### config.mk
export PLATFORM = sky130hd
export DESIGN_NAME = vorbis_comment_parser_unit
export DESIGN_NICKNAME = d
export VERILOG_FILES = /design/src/sv/vcp_pkg.sv /design/src/sv/vcp_core.sv /design/src/sv/vorbis_comment_parser_unit.sv
export SDC_FILE = /design/constraint.sdc
export NUM_CORES = 1
export LEC_CHECK = 0
export BUFFER_PORTS_ARGS = -buffer_cell sky130_fd_sc_hd__clkbuf_2
export CAP_MARGIN = 25
export CORE_AREA = 8 8 163 165
export DETAILED_ROUTE_END_ITERATION = 8
export DIE_AREA = 0 0 171 173
export SKIP_CTS_REPAIR_TIMING = 1
export SLEW_MARGIN = 20
export SYNTH_ARGS = -nofsm -noshare
export SYNTH_HDL_FRONTEND = slang
export SYNTH_SLANG_ARGS = --single-unit
### constraint.sdc
create_clock -name aclk -period 4.16 [get_ports aclk]
set_clock_uncertainty 0.1 [all_clocks]
set_input_delay 0.624 -clock aclk [delete_from_list [all_inputs] [get_ports aclk]]
set_output_delay 0.624 -clock aclk [all_outputs]
set_load 0.005 [all_outputs]
### src/sv/vcp_pkg.sv
`default_nettype none

package vcp_pkg;

    localparam logic [7:0] EQ_CHAR  = 8'h3D;
    localparam logic [7:0] LOWER_A  = 8'h61;
    localparam logic [7:0] LOWER_Z  = 8'h7A;
    localparam logic [7:0] CASE_BIT = 8'h20;

    typedef enum logic [2:0] {
        ROLE_LEN    = 3'd0,
        ROLE_VENDOR = 3'd1,
        ROLE_COUNT  = 3'd2,
        ROLE_KEY    = 3'd3,
        ROLE_SEP    = 3'd4,
        ROLE_VALUE  = 3'd5,
        ROLE_TRAIL  = 3'd6
    } role_t;

    typedef enum logic [1:0] {
        ST_BUSY  = 2'd0,
        ST_DONE  = 2'd1,
        ST_TRUNC = 2'd2
    } status_t;

    typedef struct packed {
        logic [7:0]  byte_out;
        role_t       role;
        logic [31:0] comment_number;
        logic        field_end;
        status_t     status;
    } result_t;

endpackage

`default_nettype wire

### src/sv/vcp_core.sv
`default_nettype none

module vcp_core (
    input  wire logic             aclk,
    input  wire logic             aresetn,
    input  wire logic             take,
    input  wire logic [7:0]       byte_in,
    input  wire logic             last_byte,
    output vcp_pkg::result_t      res
);
    import vcp_pkg::*;

    typedef enum logic [2:0] {
        PH_VLEN   = 3'd0,
        PH_VENDOR = 3'd1,
        PH_COUNT  = 3'd2,
        PH_CLEN   = 3'd3,
        PH_BODY   = 3'd4,
        PH_DONE   = 3'd5
    } phase_t;

    phase_t      phase_reg, phase_next;
    logic [1:0]  idx_reg, idx_next;
    logic [31:0] acc_reg, acc_next;
    logic [31:0] left_reg, left_next;
    logic [31:0] comments_reg, comments_next;
    logic [31:0] cur_reg, cur_next;
    logic        sep_reg, sep_next;

    logic        hdr_done;
    logic [31:0] hdr_word;
    logic [31:0] acc_base;
    logic        field_last;
    logic        comment_last;

    assign hdr_done     = (idx_reg == 2'd3);
    assign hdr_word     = {byte_in, acc_reg[23:0]};
    assign acc_base     = (idx_reg == 2'd0) ? 32'd0 : acc_reg;
    assign field_last   = (left_reg == 32'd1);
    assign comment_last = (comments_reg == 32'd1);

    always_comb begin
        phase_next    = phase_reg;
        idx_next      = idx_reg;
        acc_next      = acc_reg;
        left_next     = left_reg;
        comments_next = comments_reg;
        cur_next      = cur_reg;
        sep_next      = sep_reg;

        res.byte_out       = byte_in;
        res.role           = ROLE_TRAIL;
        res.comment_number = 32'd0;
        res.field_end      = 1'b0;
        res.status         = ST_BUSY;

        unique case (phase_reg)
            PH_VLEN: begin
                res.role = ROLE_LEN;
                idx_next = idx_reg + 2'd1;
                acc_next = acc_base | ({24'd0, byte_in} << {idx_reg, 3'b000});
                if (hdr_done) begin
                    if (hdr_word == 32'd0) begin
                        res.field_end = 1'b1;
                        phase_next    = PH_COUNT;
                    end else begin
                        left_next  = hdr_word;
                        phase_next = PH_VENDOR;
                    end
                end
            end
            PH_VENDOR: begin
                res.role  = ROLE_VENDOR;
                left_next = left_reg - 32'd1;
                if (field_last) begin
                    res.field_end = 1'b1;
                    phase_next    = PH_COUNT;
                end
            end
            PH_COUNT: begin
                res.role = ROLE_COUNT;
                idx_next = idx_reg + 2'd1;
                acc_next = acc_base | ({24'd0, byte_in} << {idx_reg, 3'b000});
                if (hdr_done) begin
                    comments_next = hdr_word;
                    cur_next      = 32'd0;
                    sep_next      = 1'b0;
                    if (hdr_word == 32'd0) begin
                        phase_next = PH_DONE;
                        res.status = ST_DONE;
                    end else begin
                        phase_next = PH_CLEN;
                    end
                end
            end
            PH_CLEN: begin
                res.role           = ROLE_LEN;
                res.comment_number = cur_reg;
                idx_next = idx_reg + 2'd1;
                acc_next = acc_base | ({24'd0, byte_in} << {idx_reg, 3'b000});
                if (hdr_done) begin
                    if (hdr_word == 32'd0) begin
                        res.field_end = 1'b1;
                        comments_next = comments_reg - 32'd1;
                        cur_next      = cur_reg + 32'd1;
                        sep_next      = 1'b0;
                        if (comment_last) begin
                            phase_next = PH_DONE;
                            res.status = ST_DONE;
                        end
                    end else begin
                        left_next  = hdr_word;
                        sep_next   = 1'b0;
                        phase_next = PH_BODY;
                    end
                end
            end
            PH_BODY: begin
                res.comment_number = cur_reg;
                if (!sep_reg && byte_in == EQ_CHAR) begin
                    res.role = ROLE_SEP;
                    sep_next = 1'b1;
                end else if (!sep_reg) begin
                    res.role = ROLE_KEY;
                    if (byte_in >= LOWER_A && byte_in <= LOWER_Z) begin
                        res.byte_out = byte_in - CASE_BIT;
                    end
                end else begin
                    res.role = ROLE_VALUE;
                end
                left_next = left_reg - 32'd1;
                if (field_last) begin
                    res.field_end = 1'b1;
                    comments_next = comments_reg - 32'd1;
                    cur_next      = cur_reg + 32'd1;
                    sep_next      = 1'b0;
                    if (comment_last) begin
                        phase_next = PH_DONE;
                        res.status = ST_DONE;
                    end else begin
                        phase_next = PH_CLEN;
                    end
                end
            end
            default: begin
                res.role   = ROLE_TRAIL;
                res.status = ST_DONE;
            end
        endcase

        if (last_byte && res.status != ST_DONE) begin
            res.status = ST_TRUNC;
        end
    end

    always_ff @(posedge aclk) begin
        if (!aresetn || (take && last_byte)) begin
            phase_reg    <= PH_VLEN;
            idx_reg      <= 2'd0;
            acc_reg      <= 32'd0;
            left_reg     <= 32'd0;
            comments_reg <= 32'd0;
            cur_reg      <= 32'd0;
            sep_reg      <= 1'b0;
        end else if (take) begin
            phase_reg    <= phase_next;
            idx_reg      <= idx_next;
            acc_reg      <= acc_next;
            left_reg     <= left_next;
            comments_reg <= comments_next;
            cur_reg      <= cur_next;
            sep_reg      <= sep_next;
        end
    end

endmodule

`default_nettype wire

### src/sv/vorbis_comment_parser_unit.sv
// A result is registered and appears in the cycle after its byte transfer.
// Throughput: one byte per cycle unless the output stalls; the parse state
//   update (32-bit decrement and compare) runs in the cycle the byte is taken.
// A stalled result holds in the output register; input is taken when it drains.
// Reset (aresetn low, synchronous) returns the parser to the vendor length
//   header and empties the output register; state also resets after a last byte.
`default_nettype none

module vorbis_comment_parser_unit (
    input  wire logic        aclk,
    input  wire logic        aresetn,
    input  wire logic        s_valid,
    output logic             s_ready,
    input  wire logic [7:0]  s_byte_in,
    input  wire logic        s_last_byte,
    output logic             m_valid,
    input  wire logic        m_ready,
    output logic [7:0]       m_byte_out,
    output logic [2:0]       m_role,
    output logic [31:0]      m_comment_number,
    output logic             m_field_end,
    output logic [1:0]       m_status
);
    import vcp_pkg::*;

    logic    take;
    logic    m_valid_reg;
    result_t res;
    result_t res_reg;

    assign s_ready = !m_valid_reg || m_ready;
    assign take    = s_valid && s_ready;

    vcp_core u_core (
        .aclk      (aclk),
        .aresetn   (aresetn),
        .take      (take),
        .byte_in   (s_byte_in),
        .last_byte (s_last_byte),
        .res       (res)
    );

    always_ff @(posedge aclk) begin
        if (!aresetn) begin
            m_valid_reg <= 1'b0;
        end else if (s_ready) begin
            m_valid_reg <= s_valid;
        end
    end

    always_ff @(posedge aclk) begin
        if (take) begin
            res_reg <= res;
        end
    end

    assign m_valid          = m_valid_reg;
    assign m_byte_out       = res_reg.byte_out;
    assign m_role           = res_reg.role;
    assign m_comment_number = res_reg.comment_number;
    assign m_field_end      = res_reg.field_end;
    assign m_status         = res_reg.status;

`ifndef SYNTHESIS
    a_trail_done: assert property (@(posedge aclk) disable iff (!aresetn)
        m_valid && res_reg.role == ROLE_TRAIL |-> res_reg.status == ST_DONE)
        else $error("trailing byte without complete status");

    a_sep_char: assert property (@(posedge aclk) disable iff (!aresetn)
        m_valid && res_reg.role == ROLE_SEP |-> res_reg.byte_out == EQ_CHAR)
        else $error("separator role on non-separator byte");

    a_outer_num: assert property (@(posedge aclk) disable iff (!aresetn)
        m_valid && (res_reg.role == ROLE_VENDOR || res_reg.role == ROLE_COUNT
            || res_reg.role == ROLE_TRAIL) |-> res_reg.comment_number == 32'd0)
        else $error("nonzero comment number outside comments");

    a_take_loads: assert property (@(posedge aclk) disable iff (!aresetn)
        take |=> m_valid)
        else $error("transfer taken but no result presented");
`endif

endmodule

`default_nettype wire

==> impl_metrics.toml <==
[status]
status = "finished, final reports clean"

[yosys]
avgSynthCellArea_sq_um = 8.40
synth_cell_type_count = 68
synthCells = 1124
ys.flop_type = "dfxtp_1"
ys.warnings.count = 0
synth_nets = 1145
ys_async_sr_fraction_pct = 0
synth_seq_cells = 173
synth-edff-count = 46
synth_area_sq_um = 9440
yosysSeqAreaShare_pct = 41.6

[timing]
slew_violations = 0
hold_viol = 0
rsz0062_at_grt = "no"
post-route-period-util_pct = 84.8
worst_pin_slew_ns = 1.02
worst_hold_slack_ns = 0.367
period_needed_ns = 3.53
slew_headroom_pct = 31.9
max_freq_mhz = 283
final.setup.tns_ns = 0
finalSetupViolations = 0

[finish]
drive_gt1_share_pct = 14.9
diodes = 0
final_common_cell = "dfxtp_1"
syn2layout_area_growth_pct = 13.0
final_cell_mix = "dfxtp_1, nor2_1, nand2_1"
design_area_sq_um = 10700
fillers = 2363
nets = 1156
seq_area_sq_um = 3920
multi_input_area_sq_um = 5030

[die]
rows = 57
io_pins = 61
fp.dieH_um = 173
start_util_pct = 39.4
core_area_sq_um = 24000
die-area_sq_um = 29600
die_w_um = 171

[critical_path]
r2r_slack_ns = 0.63
cp_max_fo = 31
critPathKind = "reg -> reg"
cp.arrival_ns = 3.68
startpoint = "u_core.left_reg[20]"
cp-start-kind = "flop"
crit_end = "u_core.comments_reg[17]"
r2r-end = "u_core.comments_reg[17]"
cp-end-kind = "flop"
rr_startpoint = "u_core.left_reg[20]"
cp.required_ns = 4.31
reg2reg_depth = 6

[grt]
grt_pass1_vias = 8385
track_usage_pct = 19.7
grt_max_degree = 79
grt-ovfl-total = 0
grt_pass1_wl_mm = 47.2
antenna_found_initial = 1

[clock_tree]
cts_tree = "done"
cts_buffers = 17
cts_root_buffer = "clkbuf_16"
clock_latency_ns = 0.44
clkTransAtPathRegs_ns = 0.08
h-tree-depth = 4
clock-sinks = 173
max-clock-path-buffers = 2

[route]
first_iter_violations = 788
ant_nets = 0
wl_met1_mm = 13.2
first_pass_iters = 8
wl_met3_mm = 2.08
wire_per_inst_um = 20.1
totalWireLength_mm = 29.5
highest_layer = "met4"
vias = 9124
drc = 0
routed-wl-met2_mm = 13.6
via_per_inst = 6.20

[hold_path]
hold_start = "aresetn"
hold_path.class = "in -> reg"

[pwr]
p_per_area_nw_per_um2 = 349
ir_drop_mv = 0.227
p_leak_nw = 3.72

[placement]
numPortBuffers = 60
gp_congestion = 0.887
placed_area_sq_um = 10000
place_hpwl_mm = 19.7

[flow_run]
cap_violations = 0
-- where the power goes --
group,total [mW],internal [mW],switching (mW)
logic,0.253,0.0750,0.178
registers,1.78,1.76,0.0208
clock network,1.69,0.923,0.770
-- through the flow --
stage          total power, mW  setup WS [ns]  std cells  utilization, %
2_1_floorplan             1.96          0.847       1124               -
3_3_place_gp              2.07          0.763       1440            41.9
3_5_place_dp              2.07          0.683       1440            41.9
4_1_cts                   3.75          0.727       1472            44.5
5_1_grt                   3.84          0.502       1472            44.5
6_report                  3.72          0.630       1472            44.5
-- critical path, stage by stage, from the launching register on --
cell and delay [ns]:
dfxtp_1 0.38, or4_1 0.65, and4bb_2 0.39, nand4_1 0.22
o211a_1 0.68, nor2_1 0.70, a221oi_1 0.20
-- synth_stat cells (6+ instances only) --
master     number  area, sq um
dfxtp_1       127         2540
nor2_1        113          424
nand2_1        89          334
clkbuf_1       87          327
a21oi_1        68          340
edfxtp_1       46         1380
nand3_1        43          215
o31ai_1        41          308
nor3_1         39          195
o21ai_0        39          195
nor4_1         37          231
inv_1          34          128
nand4_1        29          181
and2_1         28          175
a22oi_1        27          203
a31oi_1        26          163
mux2i_1        19          190
o311ai_0       17          149
or2_2          16          100
or4_1          14          105
a211oi_1       13         97.6
o2111ai_1      12          105
a41o_1         10          100
and3_1         10         62.6
a32o_1          9         90.1
o22ai_1         9         56.3
or3_1           9         56.3
buf_2           8         40.0
ha_1            8          100
o41ai_1         8         70.1
a31o_2          6         52.6
buf_1           6         22.5
o211ai_1        6         45.0
-- how the worst min path moves through the flow --
stage	to	slack, ns	cells after the start
final	m_valid	0.37	3
after floorplan	u_core.cur_reg[31]	0.34	2
after CTS	m_valid	0.35	3
after detailed placement	u_core.cur_reg[31]	0.36	2
after global placement	u_core.cur_reg[31]	0.35	2
after global routing	m_valid	0.39	3
-- layer usage --
metal | global-route usage, % | vias up
met5 | 0 | -
met4 | 7.03 | 0
met3 | 3.51 | 40
met2 | 30.7 | 345
met1 | 26.8 | 4411
li1 | - | 4328
-- kinds of logic after synthesis --
logic type | after synthesis | synth area share, %
AND/OR/NAND/NOR | 454 | 24.6
AO/OA/AOI/OAI | 331 | 24.8
flip-flops | 173 | 41.6
buffers and inverters | 136 | 5.59
multiplexers | 20 | 2.13
adder cells (fa/ha/maj) | 8 | 1.06
XOR/XNOR | 2 | 0.186
-- area by class of cell --
cell class / count / share of cell area (%)
Sequential cell: 173 / 36.8
Clock buffer: 17 / 3.99
Clock inverter: 15 / 1.86
Multi-Input combinational cell: 815 / 47.2
Inverter: 34 / 1.20
Tap cell: 324 / 3.80
Timing Repair Buffer: 94 / 5.21
Power figures use the tool's default switching activity.
